===== config.mk =====
export PLATFORM = sky130hd
export DESIGN_NAME = gocmv_lane
export DESIGN_NICKNAME = d
export VERILOG_FILES = /design/src/rtl/gocmv_pkg.sv /design/src/rtl/gocmv_lane.sv
export SDC_FILE = /design/constraint.sdc
export NUM_CORES = 1
export LEC_CHECK = 0
export ABC_CLOCK_PERIOD_IN_PS = 16700
export BUFFER_PORTS_ARGS = -buffer_cell sky130_fd_sc_hd__buf_2
export CORE_MARGIN = 2
export CORE_UTILIZATION = 55
export CTS_CLUSTER_SIZE = 12
export DETAILED_ROUTE_END_ITERATION = 7
export HOLD_SLACK_MARGIN = 0.03
export PLACE_DENSITY_LB_ADDON = 0.25
export SLEW_MARGIN = 10
export SYNTH_ARGS = -nofsm -noshare
export SYNTH_HDL_FRONTEND = slang
export SYNTH_SLANG_ARGS = --single-unit

===== constraint.sdc =====
create_clock -name clk -period 16.7 [get_ports clk]
set_clock_uncertainty 0.1 [all_clocks]
set_input_delay 1.67 -clock clk [delete_from_list [all_inputs] [get_ports clk]]
set_output_delay 1.67 -clock clk [all_outputs]
set_load 0.01 [all_outputs]

===== src/rtl/gocmv_pkg.sv =====
package gocmv_pkg;

	localparam int SAMPLE_BITS = 16;
	localparam int COMP_BITS   = SAMPLE_BITS + 1;
	localparam int LANES       = 3;

	typedef logic signed [SAMPLE_BITS-1:0] sample_t;
	typedef logic signed [COMP_BITS-1:0]   comp_t;

	// per-lane controls driven by the top level
	typedef struct packed {
		logic acc;     // add sample into the channel sum
		logic clr;     // start sum from zero (restart)
		logic en1;     // load input stage
		logic en2;     // advance to multiply stage
		logic en3;     // advance to subtract stage
		logic ofs_ld;  // calibration done: take new offset
	} lane_ctl_t;

endpackage


===== src/rtl/gocmv_lane.sv =====
// One channel: running sum, offset by reciprocal multiply, offset subtract.
module gocmv_lane #(
	parameter int CAL_SAMPLES = 20
) (
	input  logic                 clk,
	input  logic                 arst_n,
	input  gocmv_pkg::lane_ctl_t ctl,
	input  gocmv_pkg::sample_t   sample,
	output gocmv_pkg::comp_t     comp_s3
);

	localparam int SB     = gocmv_pkg::SAMPLE_BITS;
	localparam int CB     = gocmv_pkg::COMP_BITS;
	localparam int SUM_W  = SB + $clog2(CAL_SAMPLES) + 1;
	localparam int MAG_W  = SUM_W - 1;
	localparam int SHIFT  = MAG_W + $clog2(CAL_SAMPLES);
	localparam int RCP_W  = MAG_W + 1;
	localparam int PROD_W = MAG_W + RCP_W;
	// ceil(2^SHIFT / CAL_SAMPLES): exact floor quotient for any magnitude below 2^MAG_W
	localparam longint unsigned RCP_FULL =
		((64'd1 << SHIFT) + 64'(CAL_SAMPLES) - 64'd1) / CAL_SAMPLES;
	localparam logic [RCP_W-1:0] RCP = RCP_W'(RCP_FULL);

	logic signed [SUM_W-1:0] sum_q;
	logic [SUM_W-1:0]        sum_abs;
	logic [MAG_W-1:0]        mag;
	logic [PROD_W-1:0]       prod_c;
	logic [PROD_W-1:0]       prod_s2;
	logic                    neg_s2;
	logic [CB-1:0]           quot;
	logic [CB-1:0]           ofs_wide;
	gocmv_pkg::sample_t      smp_s1;
	gocmv_pkg::sample_t      smp_s2;
	gocmv_pkg::sample_t      offset_q;

	always_ff @(posedge clk or negedge arst_n) begin
		if (!arst_n) begin
			sum_q <= '0;
		end else if (ctl.acc) begin
			sum_q <= (ctl.clr ? SUM_W'(0) : sum_q)
				+ {{(SUM_W-SB){sample[SB-1]}}, sample};
		end
	end

	assign sum_abs = sum_q[SUM_W-1] ? (~sum_q + SUM_W'(1)) : sum_q;
	assign mag     = sum_abs[MAG_W-1:0];
	assign prod_c  = {{RCP_W{1'b0}}, mag} * {{MAG_W{1'b0}}, RCP};

	always_ff @(posedge clk) begin
		if (ctl.en1) begin
			smp_s1 <= sample;
		end
		if (ctl.en2) begin
			smp_s2  <= smp_s1;
			prod_s2 <= prod_c;
			neg_s2  <= sum_q[SUM_W-1];
		end
	end

	// truncate toward zero: divide the magnitude, then restore the sign
	assign quot     = prod_s2[SHIFT +: CB];
	assign ofs_wide = neg_s2 ? (~quot + CB'(1)) : quot;

	always_ff @(posedge clk or negedge arst_n) begin
		if (!arst_n) begin
			offset_q <= '0;
		end else if (ctl.ofs_ld) begin
			offset_q <= ofs_wide[SB-1:0];
		end
	end

	always_ff @(posedge clk) begin
		if (ctl.en3) begin
			comp_s3 <= {smp_s2[SB-1], smp_s2} - {offset_q[SB-1], offset_q};
		end
	end

endmodule


# Yosys cells after proc, flatten, opt, wreduce, memory -nomap -nowiden

Cells that the tools add are included.

Muxes and demuxes: 3
Bitwise gates (word level): 2
$add $sub $neg: 4
$mul: 1

Operator list:

| operator                                                               | number |
|---|---|
| 21-bit by 20-bit multiplier with 40-bit output (second input constant) | 1 |
| 22-bit adder                                                           | 1 |
| 22-bit 2-to-1 mux                                                      | 1 |
| 21-bit by 2-bit adder with 21-bit output (second input constant)       | 1 |
| 21-bit 2-to-1 mux                                                      | 1 |
| 21-bit inverter                                                        | 1 |
| 16-bit by 16-bit subtractor with 17-bit output                         | 1 |
| 16-bit by 1-bit adder with 16-bit output (second input constant)       | 1 |
| 16-bit 2-to-1 mux                                                      | 1 |
| 16-bit inverter                                                        | 1 |

Input bits: 24
Word-level logic and storage cells: 17
Flip-flop bits (word level): 128
Output and inout port bits: 17

# Depth between registers and ports, before layout

Gate-level depths: netlist of the first run.

Word-level depth: 4
Depth in mapped cells: 30

# Worst setup path after synthesis of the first run

Ideal clock, no wire load.

Kind: reg-to-reg
Start: reg sum_q[3]
End: reg prod_s2[41] (data pin)
Cell stages (with the launch flop): 28
Data required time: 16.340 ns
Setup slack: 8.643 ns
Data arrival time: 7.697 ns
Cell sequence: dfrtp_1 -> buf_6 -> or4_4 -> or3_1 -> or4_1 -> nand2b_1 -> o21ai_0 -> xor2_1 -> inv_1 -> ha_1 -> fa_1 -> ha_1 -> inv_1 -> fa_1 -> inv_1 -> fa_1 -> fa_1 -> inv_1 -> fa_1 -> inv_1 -> ha_1 -> a211oi_1 -> o21ai_0 -> o21a_1 -> a211oi_1 -> o21ai_0 -> a31oi_1 -> xnor2_1

Cells in the longest elaborated chain, start to end: 4

RTL lines:

| element                                          | RTL line         | text |
|---|---|---|
| start, declared                                  | gocmv_lane.sv:24 | `logic signed [SUM_W-1:0] sum_q;` |
| start signal, assigned                           | gocmv_lane.sv:40 | `sum_q <= (ctl.clr ? SUM_W'(0) : sum_q)` |
| 21-bit inverter                                  | gocmv_lane.sv:45 | `assign sum_abs = sum_q[SUM_W-1] ? (~sum_q + SUM_W'(1)) : sum_q;` |
| 21-bit by 2-bit adder with 21-bit output         | gocmv_lane.sv:45 |  |
| 21-bit 2-to-1 mux *                              | gocmv_lane.sv:45 |  |
| 21-bit by 20-bit multiplier with 40-bit output * | gocmv_lane.sv:47 | `assign prod_c = {{RCP_W{1'b0}}, mag} * {{MAG_W{1'b0}}, RCP};` |
| named net prod_c[41]                             | gocmv_lane.sv:27 | `logic [PROD_W-1:0] prod_c;` |
| end signal, assigned                             | gocmv_lane.sv:55 | `prod_s2 <= prod_c;` |
| end, declared                                    | gocmv_lane.sv:28 | `logic [PROD_W-1:0] prod_s2;` |

The timed path passes the listed nets; every way through them passes the cells marked *.
A chain may end at the register's enable or synchronous reset.

# Final worst setup path of the first run

Ends and elaborated chain as after synthesis.

==> flow_metrics.tcl, run 1 <==
set metrics [dict create \
    outcome "completed" \
    die_w_microns 161 \
    dp_cells 1687 \
    mostFrequentLayoutCells "inv_1, ha_1, fa_1" \
    vias 9299 \
    row_count 57 \
    synth.avg_cell_area_sq_um 10.1 \
    synth-async-reset-ratio_pct 36.5 \
    holdBufCountCts 0 \
    ys_seq_area_share_pct 21.7 \
    ant_nets 0 \
    cts_root_buf "clkbuf_16" \
    postCtsSetupBuffers 0 \
    synth_fp_nets 1744 \
    hold_path_class "reg2reg" \
    grt_antenna_before_repair 0 \
    final_layout_size_suffix_gt1_share_pct 6.02 \
    cts_tree "done" \
    hpwl_mm 25.3 \
    layout_commonest_cell "inv_1" \
    grt_pass1_vias 9524 \
    yosysWarnings 0 \
    crit_family "adder cells" \
    clk_pin_slew_ns 0.07 \
    areaGrowthSynthToFinish_pct 6.01 \
    synth_seq_cells 104 \
    detail_route.wl_per_cell_microns 17.2 \
    die_h_microns 161 \
    layout.cells.non_filler 1703 \
    core_sq_um 24200 \
    nets 1779 \
    hold_viol_final 0 \
    ctsResizeCount 0 \
    synth_compound_area_share_pct 11.2 \
    crit_fanout 7 \
    path_buf_inv 5 \
    grt_first_pass_wirelength_mm 48.1 \
    first_iter_violations 637 \
    cpPeakStageDelay_ns 0.57 \
    clk_path_buf_depth 2 \
    ys_types 63 \
    final_util_pct 59.1 \
    endpoint_kind "flop" \
    synth.mux.area_fraction_pct 1.39 \
    vias_per_cell 5.46 \
    synth-edff-count 66 \
    synth-xor-area-share_pct 6.56 \
    place_congestion 0.951 \
    slew_violations 0 \
    cp-start-kind "flop" \
    tns_ns 0 \
    pre_cts_ws_ns 7.80 \
    rsz0062_at_grt "false" \
    synthCells 1339 \
    crit_slowest_cell "or4_4" \
    drc 0 \
    synth_top_family_by_area "adder cells" \
    io_buffers 40 \
    grt_overflow 0 \
    layout_min_cycle_time_ns 8.93 \
    cts_sinks 104 \
    yosys.area_share.simple_pct 7.69 \
    grt_max_degree 39 \
    cts_made_buffers 9 \
    htreeDepth 3 \
    synth.cell_area_sq_um 13500 \
    worstMarginPinSlew_ns 0.912 \
    wirelength_mm 29.3 \
    cap_violations 0 \
    crit_arrival_ns 8.94 \
    path_class "reg2reg" \
    initial_utilization_pct 55.7 \
    fill_cells 2104 \
    worst_ep_required_time_ns 16.70 \
    die_area_sq_um 25800 \
    grt_usage_pct 23.7 \
    maxSlewHeadroom_pct 39.2 \
    firstDrtPassIters 6 \
    num_antenna_cells 0 \
    finalCritPeriodShare_pct 53.5 \
    clk_latency_ns 0.35 \
    worst_slack_ns 7.77 \
    setup_viol 0 \
    pin_count 41 \
    synth_ff_type "edfxtp_1" \
    fmax_ghz 0.112 \
    yosys.area_share.adder_pct 43.1 \
]
-- cell families after synthesis --
logic type      Yosys count
compound gates          232
mux                      17
simple gates            210
xor+xnor                 99
flops                   104
buf+inv                 296
fa+ha+maj               381
-- metal layers --
layer	GRT usage, %	share of wire [%]	up-vias
met5	0	0	-
met4	5.48	2.1	0
met3	3.28	4.5	47
met2	38.9	46	219
met1	33.6	47	4483
li1	-	-	4550
-- flip-flops by register name, summed over array words and instances, names as in the netlist --
register,flops
comp_s3,17
neg_s2,1
offset_q,16
prod_s2,16
smp_s1,16
smp_s2,16
sum_q,22
-- per-stage QoR --
step                      instance area [sq um]  hold WS, ns
after floorplan                           13500        0.300
after global placement                    14000        0.305
after CTS                                 14300        0.315
final                                     14300        0.316
after detailed placement                  14000        0.305
after global routing                      14300        0.325
-- path summary, 6_finish.rpt --
check	startpoint	end	slack, ns	depth (start not counted)
max reg2reg	sum_q[3]$_DFFE_PN0P_	prod_s2[41]$_DFFE_PP_	7.77	26
min	smp_s1[2]$_DFFE_PP_	smp_s2[2]$_DFFE_PP_	0.32	0
min in group asynchronous	arst_n	sum_q[9]$_DFFE_PN0P_	1.35	1
max	sum_q[3]$_DFFE_PN0P_	prod_s2[41]$_DFFE_PP_	7.77	26
min reg2reg	smp_s1[2]$_DFFE_PP_	smp_s2[2]$_DFFE_PP_	0.32	0
max in group asynchronous	arst_n	offset_q[4]$_DFFE_PN0P_	14.57	1
-- cells in the mapped netlist (3+ instances only) --
library cell	number	area [sq um]
inv_1	278	1040
ha_1	240	3000
fa_1	141	2820
a21oi_1	68	340
edfxtp_1	66	1980
nand2_1	61	229
xnor2_1	60	526
nor2_1	49	184
o21ai_0	48	240
a21o_1	40	300
dfrtp_1	38	951
xor2_1	38	333
nor2b_1	24	150
mux2_2	14	158
nand3_1	14	70.1
clkbuf_1	13	48.8
and3_1	12	75.1
or3_1	11	68.8
o31ai_1	10	75.1
a31oi_1	8	50.1
nor3_1	8	40.0
a211oi_1	7	52.6
o21a_1	7	52.6
or4_1	7	52.6
nand4_1	6	37.5
a21boi_0	5	37.5
nand2b_1	5	31.3
o211ai_1	5	37.5
nor3b_1	4	30.0
a221oi_1	3	26.3
a41oi_1	3	26.3
and2_1	3	18.8
mux2i_1	3	30.0
o21bai_1	3	22.5
o41ai_1	3	26.3
-- cell type report --
type / count / area (sq um) / area share, %
inverters: 279 / 1050 / 7.31
well taps: 324 / 405 / 2.83
repair buffers: 41 / 208 / 1.45
multi-input cells: 939 / 9450 / 66.0
clock inverters: 7 / 53.8 / 0.376
clock buffers: 9 / 225 / 1.57
flip-flops and latches: 104 / 2930 / 20.5
Power of run 1 is left out: the tool's default activity adds up to more than one toggle a clock period on the data nets, which glitch-free logic cannot reach.
==> run 2, diff against run 1 <==
--- a/config.mk
+++ b/config.mk
@@ -5,7 +5,7 @@
 export SDC_FILE = /design/constraint.sdc
 export NUM_CORES = 1
 export LEC_CHECK = 0
-export ABC_CLOCK_PERIOD_IN_PS = 16700
+export ABC_CLOCK_PERIOD_IN_PS = 7200
 export BUFFER_PORTS_ARGS = -buffer_cell sky130_fd_sc_hd__buf_2
 export CORE_MARGIN = 2
 export CORE_UTILIZATION = 55
==> constraint.sdc (replaced) <==
create_clock -name clk -period 7.2 [get_ports clk]
set_clock_uncertainty 0.1 [all_clocks]
set_input_delay 0.72 -clock clk [delete_from_list [all_inputs] [get_ports clk]]
set_output_delay 0.72 -clock clk [all_outputs]
set_load 0.01 [all_outputs]
==> run 2 against run 1 <==
Compared with the run above:
- the run now ends with negative setup slack left
- flip-flop and latch count did not move
- sequential share of layout area is 2.0 points lower
- critical path type unchanged
- via count increased by 6.9%
- critical endpoint unchanged
- highest routed layer unchanged
- critical path depth shrank 1
- die area is the same
- largest cell class unchanged
- first-iteration DRC count down 5.8%
==> flow_metrics.tcl, run 2 (synthesis results as in run 1) <==
set metrics [dict create \
    cp-start-kind "flop" \
    cts_tree "done" \
    firstDrtPassIters 6 \
    maxSlewHeadroom_pct 38.0 \
    cts_sinks 104 \
    htreeDepth 3 \
    detail_route.wl_per_cell_microns 17.4 \
    wirelength_mm 32.1 \
    grt_overflow 0 \
    fmax_ghz 0.132 \
    drc 0 \
    hpwl_mm 27.9 \
    clk_pin_slew_ns 0.09 \
    finalCritPeriodShare_pct 105 \
    pin_count 41 \
    cap_violations 0 \
    worst_slack_ns -0.368 \
    ant_nets 0 \
    grt_pass1_vias 10400 \
    worst_ep_required_time_ns 7.23 \
    cts_root_buf "clkbuf_16" \
    nets 1915 \
    cts_made_buffers 9 \
    final_layout_size_suffix_gt1_share_pct 18.9 \
    mostFrequentLayoutCells "inv_1, ha_1, fa_1" \
    grt_max_degree 39 \
    register_area_sq_um 2930 \
    die_area_sq_um 25800 \
    layout_min_cycle_time_ns 7.57 \
    grt_antenna_before_repair 0 \
    rsz0062_at_grt "true" \
    layout_commonest_cell "inv_1" \
    io_buffers 40 \
    clk_latency_ns 0.36 \
    multiInputGateArea_sq_um 9940 \
    reg_top3 "sum_q: 22 flops, comp_s3: 17 flops" \
    num_antenna_cells 0 \
    failed_checks "negative setup slack" \
    whs_ns 0.321 \
    core_sq_um 24200 \
    first_iter_violations 600 \
    slew_violations 0 \
    crit_arrival_ns 7.59 \
    die_h_microns 161 \
    grt_usage_pct 26.0 \
    worstMarginPinSlew_ns 0.930 \
    die_w_microns 161 \
    areaGrowthSynthToFinish_pct 17.5 \
    top_register "sum_q" \
    place_congestion 0.935 \
    outcome "finished, violations left" \
    layout.cells.non_filler 1839 \
    vias_per_cell 5.40 \
    fill_cells 1925 \
    hold_viol_final 0 \
    vias 9936 \
    holdBufCountCts 0 \
    row_count 57 \
    endpoint_kind "flop" \
    largest_reg_flops 22 \
    tns_ns -4.21 \
    clk_path_buf_depth 2 \
    initial_utilization_pct 55.7 \
    hold_path_class "reg2reg" \
    crit_fanout 4 \
    setup_viol 16 \
    path_class "reg2reg" \
    dp_cells 1816 \
    grt_first_pass_wirelength_mm 52.6 \
]
==> run 2: changes by cell type in the layout (fill, tap and decap cells not counted), sizes merged <==
cell    change
inv         +3
buf       +136
clkinv      -3
==> run 2: worst max-delay path, cell delays in order (launching register included) <==
cell,delay (ns)
dfrtp_1,0.38
or4_4,0.54
or3_4,0.35
or4_4,0.48
o21ai_1,0.20
xnor2_2,0.10
buf_4,0.15
ha_1,0.33
fa_1,0.41
ha_1,0.28
inv_1,0.05
fa_1,0.50
inv_1,0.05
fa_1,0.46
fa_1,0.55
inv_1,0.05
fa_1,0.57
inv_1,0.06
ha_1,0.33
and3_1,0.21
and3_1,0.21
o21a_2,0.23
a211oi_4,0.35
o21ai_2,0.13
a31oi_1,0.19
xnor2_1,0.09
==> run 2: metal layers <==
layer	track usage [%]	part of all wire, %	routed length (microns)	vias up
met5	0	0	0	-
met2	46.1	49	15900	195
met4	6.66	2.3	742	0
li1	-	-	-	4821
met3	2.25	3.3	1050	48
met1	34.5	45	14400	4872
==> run 2: worst paths after layout <==
path | slack [ns] | from | cells past startpoint | end
worst max-delay path | -0.37 | sum_q[6]$_DFFE_PN0P_ | 25 | prod_s2[41]$_DFFE_PP_
worst min-delay path | 0.32 | smp_s1[7]$_DFFE_PP_ | 0 | smp_s2[7]$_DFFE_PP_
worst max register to register | -0.37 | sum_q[6]$_DFFE_PN0P_ | 25 | prod_s2[41]$_DFFE_PP_
worst min register to register | 0.32 | smp_s1[7]$_DFFE_PP_ | 0 | smp_s2[7]$_DFFE_PP_
max in group asynchronous | 6.02 | arst_n | 1 | sum_q[21]$_DFFE_PN0P_
min in group asynchronous | 0.38 | arst_n | 1 | offset_q[11]$_DFFE_PN0P_
==> run 2: layout make-up <==
class / instances / share of cell area [%]
Sequential cell: 104 / 18.5
Multi-Input combinational cell: 939 / 62.7
Clock inverter: 7 / 0.473
Timing Repair Buffer: 177 / 7.82
Clock buffer: 9 / 1.42
Tap cell: 324 / 2.55
Inverter: 279 / 6.60
==> run 2: metrics by stage <==
step                worst slack, ns  utilization (%)  area [sq um]
global placement             -0.388             63.4         15400
global route                 -0.603             65.4         15900
detailed placement           -0.484             63.4         15400
CTS                          -0.368             65.3         15800
floorplan                    -0.273                -         13900
finish                       -0.368             65.4         15900
==> run 2: timing repair <==
action | CTS | global route
hold endpoints to repair | 0 | 0
resized for setup | 22 | 5
buffers inserted | 6 | 1
pin swaps | 21 | 8
endpoints found under the setup margin | 16 | 16
cloned | 0 | 0
Power of run 2 is left out for the same reason.
