`config.mk`:
```
export PLATFORM = sky130hd
export DESIGN_NAME = gocmv_median
export DESIGN_NICKNAME = d
export VERILOG_FILES = /design/src/rtl/gocmv_pkg.sv /design/src/rtl/gocmv_median.sv
export SDC_FILE = /design/constraint.sdc
export NUM_CORES = 1
export LEC_CHECK = 0
export BUFFER_PORTS_ARGS = -buffer_cell sky130_fd_sc_hd__buf_2
export CAP_MARGIN = 20
export CORE_ASPECT_RATIO = 0.8
export CORE_MARGIN = 2
export CORE_UTILIZATION = 25
export DETAILED_ROUTE_END_ITERATION = 8
export GPL_TIMING_DRIVEN = 0
export PLACE_DENSITY_LB_ADDON = 0.1
export SYNTH_ARGS = -nofsm -noshare
export SYNTH_HDL_FRONTEND = slang
export SYNTH_SLANG_ARGS = --single-unit
export TNS_END_PERCENT = 20
```
`constraint.sdc`:
```
create_clock -name clk -period 8.7 [get_ports clk]
set_input_delay 0.435 -clock clk [delete_from_list [all_inputs] [get_ports clk]]
set_output_delay 0.435 -clock clk [all_outputs]
set_load 0.01 [all_outputs]
```
`src/rtl/gocmv_pkg.sv`:
```
package gocmv_pkg;

	localparam int SAMPLE_BITS = 16;
	localparam int COMP_BITS   = SAMPLE_BITS + 1;
	localparam int LANES       = 3;

	typedef logic signed [SAMPLE_BITS-1:0] sample_t;
	typedef logic signed [COMP_BITS-1:0]   comp_t;

	// per-lane controls driven by the top level
	typedef struct packed {
		logic acc;     // add sample into the channel sum
		logic clr;     // start sum from zero (restart)
		logic en1;     // load input stage
		logic en2;     // advance to multiply stage
		logic en3;     // advance to subtract stage
		logic ofs_ld;  // calibration done: take new offset
	} lane_ctl_t;

endpackage

```
`src/rtl/gocmv_median.sv`:
```
// Merge stage: median of the three lane results, output register.
module gocmv_median (
	input  logic             clk,
	input  logic             en,
	input  gocmv_pkg::comp_t a,
	input  gocmv_pkg::comp_t b,
	input  gocmv_pkg::comp_t c,
	output gocmv_pkg::comp_t a_q,
	output gocmv_pkg::comp_t b_q,
	output gocmv_pkg::comp_t c_q,
	output gocmv_pkg::comp_t med_q
);

	logic             ab_lt;
	gocmv_pkg::comp_t lo1;
	gocmv_pkg::comp_t hi1;
	gocmv_pkg::comp_t lo2;
	gocmv_pkg::comp_t med;

	// max(min(a,b), min(max(a,b),c)); ties fall out as the shared value
	assign ab_lt = a < b;
	assign lo1   = ab_lt ? a : b;
	assign hi1   = ab_lt ? b : a;
	assign lo2   = (hi1 < c) ? hi1 : c;
	assign med   = (lo1 > lo2) ? lo1 : lo2;

	always_ff @(posedge clk) begin
		if (en) begin
			a_q   <= a;
			b_q   <= b;
			c_q   <= c;
			med_q <= med;
		end
	end

endmodule

```
### After elaboration in Yosys (flattened, before gate mapping)

Cells that the tools add are included.

| word-level totals | value |
|---|---|
| register bits after elaboration | 68 |
| bits in latches | 0 |
| memory bits (writable) | 0 |
| bits in read-only memories | 0 |
| input bits | 53 |
| output and inout port bits | 68 |
| logic and storage cells | 11 |
| memories | 0 |

| operators by class | value |
|---|---|
| add/subtract/negate cells | 0 |
| $mul | 0 |
| divide/modulo/power cells | 0 |
| $lt $le $gt $ge | 3 |
| equal/unequal tests | 0 |
| shift operators | 0 |
| mux-type cells | 4 |
| bitwise logic cells | 0 |
| reduce and logical (&&, ||, !) cells | 0 |

Operators with widths:

| operator | number |
|---|---|
| 17-bit two-way mux | 4 |
| 17-bit less-than comparator | 2 |
| 17-bit > comparator | 1 |

### Depth between registers and ports, before layout

Gate-level depths: netlist (run 1).

| depth | value |
|---|---|
| depth in word-level cells | 6 |
| depth in mapped cells | 34 |
| mapped depth without buffers | 29 |

### Worst setup path after synthesis (run 1)

OpenSTA, ideal clock, no wires.

| path | value |
|---|---|
| kind | input port to flip-flop |
| start point | input b[8] |
| end point | register med_q[10] (data pin) |
| setup time | 0.272 ns |
| data arrival time | 6.417 ns |
| data required time | 8.428 ns |
| path slack | 2.011 ns |
| stages on the path | 32 |
| buffers on the path | 5 |
| path through | inv_1 ha_1 a211o_1 a31oi_1 a2bb2oi_2 o211ai_1 and2_1 buf_2 clkbuf_1 nand2_1 o21ai_0 ha_1 a21oi_1 o21ai_1 a221oi_1 o21ai_1 or2_0 clkbuf_1 mux2i_1 nor2_2 buf_2 mux2i_1 ha_1 nor2b_1 o21ai_0 a21oi_1 o31ai_1 a31oi_1 o21a_1 nor3_1 buf_2 a222oi_1 |

| between the ends | value |
|---|---|
| longest elaborated chain between the ends | 6 |
| elaborated cells on any way between the ends | 7 |
| classes of those cells | 3 x order compare; 4 x mux |

RTL lines:

| item | line | RTL |
|---|---|---|
| start, declared | gocmv_median.sv:6 | `input gocmv_pkg::comp_t b,` |
| 17-bit less-than comparator | gocmv_median.sv:21 | `assign ab_lt = a < b;` |
| 17-bit two-way mux | gocmv_median.sv:23 | `assign hi1 = ab_lt ? b : a;` |
| 17-bit less-than comparator | gocmv_median.sv:24 | `assign lo2 = (hi1 < c) ? hi1 : c;` |
| 17-bit two-way mux | gocmv_median.sv:24 |  |
| 17-bit > comparator | gocmv_median.sv:25 | `assign med = (lo1 > lo2) ? lo1 : lo2;` |
| 17-bit two-way mux * | gocmv_median.sv:25 |  |
| net med[10] | gocmv_median.sv:18 | `gocmv_pkg::comp_t med;` |
| end signal, assigned | gocmv_median.sv:32 | `med_q <= med;` |
| end, declared | gocmv_median.sv:11 | `output gocmv_pkg::comp_t med_q` |

The timed path passes the listed nets; every way through them passes the cells marked *.
A chain may end at the register's enable or synchronous reset.

### Final worst setup path (run 1)

| path | value |
|---|---|
| start point | input b[14] |
| end point | register med_q[6] (data pin) |

The elaborated chain is that of the path after synthesis.

==> reports/results.tsv, run 1 <==
stage	metric	value	unit
die	fp.dieH	119.7	um
clock_tree	cts-root-buf	clkbuf_16	
yosys	synth-edff-count	68	
sta	worstMarginPinSlew	0.8689	ns
global_route	antenna_found_initial	0	
clock_tree	path_clk_slew	0.06	ns
yosys	synthesis.area	4180	um2
yosys	yosys_warnings	0	
global_route	grtUsageTotal	0.1469	
power_and_ir_drop	powerDensity	237.6	nW/um2
drt	via_per_inst	4.682	
sta	hold_viol	0	
worst_setup_path	path_buf_inv	7	
die	io-pin-count	121	
global_route	grt-ovfl-total	0	
clock_tree	cts_sinks	68	
finish	antenna_cells	0	
yosys	synth_top_cell_area_share	0.4885	
drt	wirelength	12520	um
worst_hold_path	hold_path.class	in -> reg	
clock_tree	hold_buffers	0	
sta	post-route-period-util	0.9270	
finish	fillers	1708	
sta	setup_slack	0.6348	ns
finish	drive_gt1_frac	0.2887	
clock_tree	ctsHtreeMaxLevel	3	
drt	wire_per_inst	16.85	um
sta	slew_violations	0	
sta	rsz0062_at_grt	false	
drt	vias	3479	
drt	ant_nets	0	
finish	nets	620	
worst_setup_path	max_stage_delay	0.57	ns
yosys	synth_cell_types	44	
place	post-place-ws	-0.3609	ns
worst_setup_path	crit_path_end_kind	flip-flop	
worst_setup_path	crit_arrival	8.13	ns
place	dp_hpwl	9324	um
place	port_buffers	120	
clock_tree	cts_buffer_depth	2	
sta	fin_crit	8.065	ns
drt	first_pass_iters	5	
global_route	grt_pass1_vias	3404	
die	placementRows	42	
finish	syn_to_final_growth	30.56	%
worst_setup_path	critPathLaunchType	input port	
yosys	syn_area_per_cell	10.86	um2
power_and_ir_drop	p_leak	2.510	nW
worst_setup_path	critical_path_required	8.76	ns
sta	setup_viol	0	
outcome	status	complete, no violations	
finish	layout.cells.non_filler	743	
sta	fmax	124.0	MHz
clock_tree	cts_buffers	9	
power_and_ir_drop	ir_worst_vdd	115.4	uV
yosys	syn_inst	385	
clock_tree	cts_tree	built	
worst_setup_path	crit_path_max_fanout	10	
yosys	yosysTopAreaCell	edfxtp_1	
worst_setup_path	crit_family	compound AO/OA/AOI/OAI gates	
sta	relSlewSlack	0.4207	
worst_setup_path	path_class	in -> reg	
yosys	yosysSeqAreaShare	0.4885	
place	place_congestion	0.8199	
global_route	grt_pass1_wl	19240	um
die	die_w	148.6	um
global_route	grt_max_degree	69	
yosys	async_flop_share	0	
die	floorplan.initialDensity	0.2541	
yosys	synth_area_leaders	edfxtp_1 (49%), ha_1 (15%), inv_1 (4.8%)	
drt	route.detailed.drc	0	
yosys	synthFlopType	edfxtp_1	
flow_run	maxCapViolations	0	
drt	initialDrtViolationCount	287	
die	core_area	16450	um2
place	dp.cells	725	
yosys	synthesis.nets	487	
yosys	ys_ff_latch	68	
worst_setup_path	crit_slowest_cell	clkbuf_1	
die	die_area	17780	um2
-- placed cells by master (no fill, tap or decap), types with 2 or more instances in the layout --
cell        instances
edfxtp_1           68
or3_1               2
buf_2             123
buf_4               3
o21ai_1             2
nor3b_1             2
a31oi_1             2
ha_1               49
nor2_1             11
clkbuf_16           9
o211ai_1            2
mux2_2              2
mux2i_1            18
and2_1              3
clkbuf_1            7
nand4_1             6
and4_1              4
a21oi_1            20
a21o_1              3
nand3_1             3
bufinv_16           4
clkinvlp_4          2
inv_1              53
o21ai_0            37
nor2b_1             4
nand2_1            43
a222oi_1           16
-- per-layer routing --
metal | GRT usage | vias up | routed length [um]
li1 | - | 1711 | -
met1 | 0.2134 | 1643 | 6464
met2 | 0.2072 | 113 | 5066
met3 | 0.04297 | 12 | 809
met4 | 0.04940 | 0 | 181
met5 | 0 | - | 0
-- Yosys cell counts (2+ instances only) --
library cell and number:
mux2_2 2, inv_1 53, nor3_1 2, nand4_1 6, or3_1 2, o211ai_1 2, nor2b_1 4, nand3_1 3
mux2i_1 18, a222oi_1 16, a31oi_1 2, o21ai_0 37, o21ai_1 2, o21ai_2 2, nor2_1 11, a21o_1 3
and2_1 3, and4_1 4, a21oi_1 20, buf_2 5, nor3b_1 2, clkbuf_1 7, nand2_1 43, edfxtp_1 68
ha_1 49
-- worst paths after layout --
path | start | endpoint | cells after the start
setup / recovery | b[14] | med_q[6]$_DFFE_PP_ | 34
hold / removal | b[11] | b_q[11]$_DFFE_PP_ | 1
-- area by class of cell --
type                       count  area [um2]  share of cell area
multi-input combinational    252        1906              0.3492
tap                          220       275.3             0.05044
buffer                        12       53.80            0.009858
clock buffer                   9       225.2             0.04127
timing repair buffer         122       618.1              0.1133
sequential                    68        2042              0.3741
inverter                      53       198.9             0.03645
clock inverter                 7       138.9             0.02545
-- registers in the layout, indices dropped and copies added (netlist names) --
signal and flops:
b_q 17, med_q 17, c_q 17, a_q 17
-- kinds of logic after synthesis --
kind of cell	Yosys count	share of synthesized area
buf+inv	65	0.05986
fa+ha+maj	49	0.1467
simple gates	85	0.09728
compound gates	98	0.1592
mux	20	0.04849
flops	68	0.4885
-- power by group --
part	switching, mW	internal [mW]
clock	0.140	0.308
sequential	0.00985	0.419
combinational	0.260	0.160
-- through the flow --
step | hold slack, ns | setup TNS, ns | area (um2) | total power, mW | util
2_1_floorplan | 0.5339 | 0 | 4180 | 0.6845 | -
3_3_place_gp | 0.6507 | -4.419 | 5056 | 0.8484 | 0.3074
5_1_grt | 0.2882 | 0 | 5458 | 1.375 | 0.3318
4_1_cts | 0.2785 | 0 | 5428 | 1.307 | 0.3300
6_report | 0.2962 | 0 | 5458 | 1.297 | 0.3318
3_5_place_dp | 0.6489 | -4.356 | 5059 | 0.8473 | 0.3075
-- repair_timing --
| action | in CTS | in global routing |
|---|---|---|
| pin swaps | 0 | 1 |
| gates resized for setup | 1 | 3 |
| buffers inserted | 0 | 2 |
| endpoints found under the setup margin | 10 | 16 |
Power figures use the tool's default switching activity.
==> run 2: changes to the inputs <==
--- a/config.mk
+++ b/config.mk
@@ -12,7 +12,7 @@
 export CORE_UTILIZATION = 25
 export DETAILED_ROUTE_END_ITERATION = 8
 export GPL_TIMING_DRIVEN = 0
-export PLACE_DENSITY_LB_ADDON = 0.1
+export PLACE_DENSITY_LB_ADDON = 0.12
 export SYNTH_ARGS = -nofsm -noshare
 export SYNTH_HDL_FRONTEND = slang
 export SYNTH_SLANG_ARGS = --single-unit
==> reports/results.tsv, run 2 (same netlist as run 1, synthesis figures left out) <==
stage	metric	value	unit
global_route	grt-ovfl-total	0	
worst_setup_path	crit_slowest_cell	a2111oi_4	
finish	syn_to_final_growth	28.43	%
power_and_ir_drop	pwr-share-seq	0.366	
drt	vias	3463	
drt	wirelength	12470	um
sta	timing.setup.tns	0	ns
finish	layout_common_cells	buf_2 (123), edfxtp_1 (68), inv_1 (53)	
global_route	antenna_found_initial	0	
sta	fin_crit	8.079	ns
worst_setup_path	critical_path_required	8.76	ns
worst_setup_path	crit_path_end_kind	flip-flop	
finish	nets	621	
sta	setup_viol	0	
die	core_area	16450	um2
power_and_ir_drop	p_sw_frac	0.3449	
global_route	grt_max_degree	69	
finish	final_area	5369	um2
drt	wire_per_inst	16.76	um
worst_setup_path	path_class	in -> reg	
sta	slew_violations	0	
worst_setup_path	crit_path_max_fanout	10	
place	port_buffers	120	
worst_setup_path	worstSetupStartpoint	b[8]	
drt	via_per_inst	4.655	
global_route	grt_pass1_wl	18800	um
drt	initialDrtViolationCount	256	
power_and_ir_drop	power_frac_clock	0.274	
place	dp_hpwl	9251	um
drt	ant_nets	0	
sta	fmax	123.8	MHz
place	placed_area	5059	um2
finish	final_core_util	0.3264	
clock_tree	cts_tree	built	
power_and_ir_drop	p_leak	2.477	nW
die	fp.dieH	119.7	um
finish	layout_commonest_cell	buf_2	
power_and_ir_drop	ir_worst_vdd	103.0	uV
worst_setup_path	cp-endpoint	med_q[1]$_DFFE_PP_	
die	floorplan.initialDensity	0.2541	
clock_tree	cts_buffers	9	
outcome	status	complete, no violations	
clock_tree	path_clk_slew	0.06	ns
finish	fillers	1713	
place	place_congestion	0.8012	
clock_tree	cts-root-buf	clkbuf_16	
power_and_ir_drop	power_switching	0.4053	mW
sta	hold_viol	0	
die	die_area	17780	um2
worst_setup_path	crit_arrival	8.13	ns
finish	drive_gt1_frac	0.2882	
sta	relSlewSlack	0.4191	
die	placementRows	42	
power_and_ir_drop	powerDensity	218.9	nW/um2
global_route	grtUsageTotal	0.1427	
power_and_ir_drop	p_comb_frac	0.360	
clock_tree	cts_buffer_depth	2	
die	die_w	148.6	um
drt	route.detailed.drc	0	
sta	rsz0062_at_grt	false	
die	io-pin-count	121	
flow_run	maxCapViolations	0	
drt	first_pass_iters	7	
clock_tree	cts_sinks	68	
clock_tree	ctsHtreeMaxLevel	3	
worst_hold_path	hold_path.class	in -> reg	
global_route	grt_pass1_vias	3361	
power_and_ir_drop	internal-power	0.7698	mW
sta	worstMarginPinSlew	0.8713	ns
sta	post-route-period-util	0.9286	
worst_setup_path	max_stage_delay	0.50	ns
finish	antenna_cells	0	
worst_setup_path	critPathLaunchType	input port	
run 2: cell count changes in the layout (fill, tap and decap cells not counted), sizes merged:
cell / previous run / this run
clkinv: 1 / 6
bufinv: 4 / 0
buf: 126 / 127
clkinvlp: 2 / 1
run 2: layer usage:
metal,share of wire,vias up,track usage
met5,0,-,0
met4,0.014,0,0.05119
met3,0.069,16,0.04030
met2,0.41,128,0.1962
met1,0.51,1613,0.2112
li1,-,1706,-
run 2: critical path: cells and delay by family:
family | cells | cell delay, ns
AOI/OAI and AO/OA | 18 | 4.47
buffers and inverters | 7 | 1.51
adders and majority gates | 3 | 0.93
and+or+nand+nor | 4 | 0.63
muxes | 1 | 0.15
run 2: cell type report:
type                       count  area, um2  area share
sequential                    68       2042      0.3803
multi-input combinational    252       1913      0.3563
timing repair buffer         123      625.6      0.1165
tap                          220      275.3     0.05127
clock buffer                   9      225.2     0.04195
inverter                      53      198.9     0.03705
buffer                        12      55.05     0.01025
clock inverter                 7      33.78    0.006292
run 2: worst min-delay path by stage:
stage	start	end	slack, ns	depth (start not counted)
floorplan	a[0]	a_q[0]$_DFFE_PP_	0.53	0
global placement	b[10]	b_q[10]$_DFFE_PP_	0.65	1
detailed placement	b[10]	b_q[10]$_DFFE_PP_	0.65	1
CTS	b[10]	b_q[10]$_DFFE_PP_	0.28	1
global route	b[0]	b_q[0]$_DFFE_PP_	0.29	1
finish	b[10]	b_q[10]$_DFFE_PP_	0.30	1
run 2: power by group through the flow:
stage | logic [mW] | clock network, mW | registers (mW)
after detailed placement | 0.410 | 0 | 0.437
after CTS | 0.414 | 0.337 | 0.431
after floorplan | 0.222 | 0 | 0.462
after global routing | 0.472 | 0.350 | 0.435
after global placement | 0.412 | 0 | 0.436
final | 0.423 | 0.322 | 0.430
run 2: metrics by stage:
step / instances / power [mW] / hold slack (ns) / worst slack (ns)
2_1_floorplan: 385 / 0.6845 / 0.5339 / 2.011
3_3_place_gp: 725 / 0.8483 / 0.6518 / -0.4005
3_5_place_dp: 725 / 0.8463 / 0.6492 / -0.3903
4_1_cts: 741 / 1.182 / 0.2791 / 0.08509
5_1_grt: 744 / 1.256 / 0.2881 / 0.003356
6_report: 744 / 1.175 / 0.2976 / 0.6214
run 2: timing repair:
action	CTS	global route
buffers inserted	0	3
hold buffers	0	0
pin swaps	0	1
gates resized for setup	1	6
endpoints found under the hold margin	0	0
endpoints found under the setup margin	10	16
==> run 3: changes to the inputs <==
--- a/config.mk
+++ b/config.mk
@@ -12,7 +12,7 @@
 export CORE_UTILIZATION = 25
 export DETAILED_ROUTE_END_ITERATION = 8
 export GPL_TIMING_DRIVEN = 0
-export PLACE_DENSITY_LB_ADDON = 0.12
+export REMOVE_ABC_BUFFERS = 1
 export SYNTH_ARGS = -nofsm -noshare
 export SYNTH_HDL_FRONTEND = slang
 export SYNTH_SLANG_ARGS = --single-unit
==> reports/results.tsv, run 3 (same netlist as run 1, synthesis figures left out) <==
stage	metric	value	unit
outcome	status	complete, no violations	
power_and_ir_drop	powerDensity	224.2	nW/um2
worst_hold_path	hp-start	b[9]	
clock_tree	ctsHtreeMaxLevel	3	
drt	wirelength	11400	um
worst_setup_path	crit_top_cell	ha_1	
drt	wire_per_inst	15.55	um
sta	relSlewSlack	0.4054	
finish	layout_commonest_cell	buf_2	
clock_tree	cts_sinks	68	
finish	multi_input_area	1909	um2
global_route	grt-ovfl-total	0	
sta	holdWs	0.2949	ns
drt	ant_nets	0	
sta	timing.setup.tns	0	ns
drt	routed-wl-met2	4958	um
place	dp.cells	716	
die	placementRows	42	
power_and_ir_drop	p_leak	2.466	nW
drt	m1WireLength	5611	um
worst_setup_path	crit_arrival	7.93	ns
finish	final_area	5379	um2
power_and_ir_drop	power_switching	0.4042	mW
place	dp_hpwl	8666	um
finish	layout_common_cells	buf_2 (119), edfxtp_1 (68), inv_1 (53)	
finish	seq_area	2042	um2
finish	final_core_util	0.3270	
worst_hold_path	hold_path.class	in -> reg	
die	die_area	17780	um2
drt	maxUsedRoutingLayer	met4	
place	port_buffers	120	
place	placed_area	5060	um2
sta	fin_crit	7.892	ns
worst_setup_path	crit_path_end_kind	flip-flop	
global_route	grt_max_degree	69	
power_and_ir_drop	ir_worst_vdd	106.5	uV
finish	syn_to_final_growth	28.67	%
sta	worstMarginPinSlew	0.8919	ns
drt	wl_met3	654	um
place	place_congestion	0.8363	
finish	drive_gt1_frac	0.2910	
clock_tree	hold_buffers	0	
flow_run	maxCapViolations	0	
worst_hold_path	hold_end	b_q[9]$_DFFE_PP_	
finish	fillers	1654	
clock_tree	cts-root-buf	clkbuf_16	
die	io-pin-count	121	
die	fp.dieH	119.7	um
worst_setup_path	critical_path_required	8.74	ns
drt	route.detailed.drc	0	
finish	nets	609	
die	floorplan.initialDensity	0.2541	
sta	hold_viol	0	
clock_tree	cts_tree	built	
drt	vias	3396	
sta	rsz0062_at_grt	false	
sta	slew_violations	0	
power_and_ir_drop	p_sw_frac	0.3352	
clock_tree	path_clk_slew	0.06	ns
sta	post-route-period-util	0.9071	
drt	via_per_inst	4.633	
finish	layout.cells.non_filler	733	
global_route	grtUsageTotal	0.1311	
place	post-place-ws	0.2525	ns
clock_tree	cts_buffers	9	
worst_setup_path	critPathLaunchType	input port	
worst_setup_path	max_stage_delay	0.58	ns
power_and_ir_drop	power	1.206	mW
die	core_area	16450	um2
power_and_ir_drop	internal-power	0.8018	mW
worst_setup_path	crit_slowest_cell	nor2_2	
worst_setup_path	crit_path_max_fanout	44	
worst_setup_path	path_class	in -> reg	
global_route	grt_pass1_vias	3285	
sta	fmax	126.7	MHz
power_and_ir_drop	p_comb_frac	0.338	
drt	initialDrtViolationCount	279	
global_route	antenna_found_initial	0	
sta	setup_slack	0.8079	ns
clock_tree	cts_buffer_depth	2	
worst_hold_path	holdPathStages	1	
global_route	grt_pass1_wl	17510	um
sta	setup_viol	0	
die	die_w	148.6	um
power_and_ir_drop	pwr-share-seq	0.356	
power_and_ir_drop	power_frac_clock	0.305	
drt	first_pass_iters	5	
## run 3: per-layer routing
metal	GRT usage	vias to the layer above
met2	0.1918	101
met1	0.1856	1595
met4	0.04643	0
met5	0	-
met3	0.03574	14
li1	-	1686
## run 3: power groups by stage
stage          registers, mW  clock network [mW]  logic (mW)
6_report               0.430               0.368       0.408
5_1_grt                0.435               0.392       0.456
4_1_cts                0.431               0.380       0.406
3_5_place_dp           0.437                   0       0.403
3_3_place_gp           0.436                   0       0.392
2_1_floorplan          0.462                   0       0.214
## run 3: how the worst max path moves through the flow
| stage | from | slack, ns | to | depth (start not counted) |
|---|---|---|---|---|
| 2_1_floorplan | b[15] | 1.09 | med_q[0]$_DFFE_PP_ | 26 |
| 3_3_place_gp | b[2] | -2.16 | med_q[8]$_DFFE_PP_ | 27 |
| 3_5_place_dp | b[8] | 0.25 | med_q[8]$_DFFE_PP_ | 30 |
| 4_1_cts | b[8] | 0.57 | med_q[1]$_DFFE_PP_ | 30 |
| 5_1_grt | b[8] | 0.14 | med_q[1]$_DFFE_PP_ | 30 |
| 6_report | b[8] | 0.81 | med_q[1]$_DFFE_PP_ | 30 |
## run 3: layout make-up
class                   count  share of cell area
diodes                      1           0.0004652
clock buffers               9             0.04187
clock inverters             7             0.01419
inverters                  53             0.03699
multi-input cells         252              0.3550
flip-flops and latches     68              0.3796
well taps                 220             0.05117
repair buffers            123              0.1207
## run 3: what timing repair did
| action | CTS | global route |
|---|---|---|
| setup buffers | 0 | 0 |
| setup endpoints to repair | 0 | 14 |
| resized for setup | 0 | 2 |
## run 3: critical path: cells and delay by family
kind,cells,cell delay [ns]
buf+inv,4,0.67
compound gates,17,4.09
simple gates,4,1.43
fa+ha+maj,3,0.86
mux,2,0.43
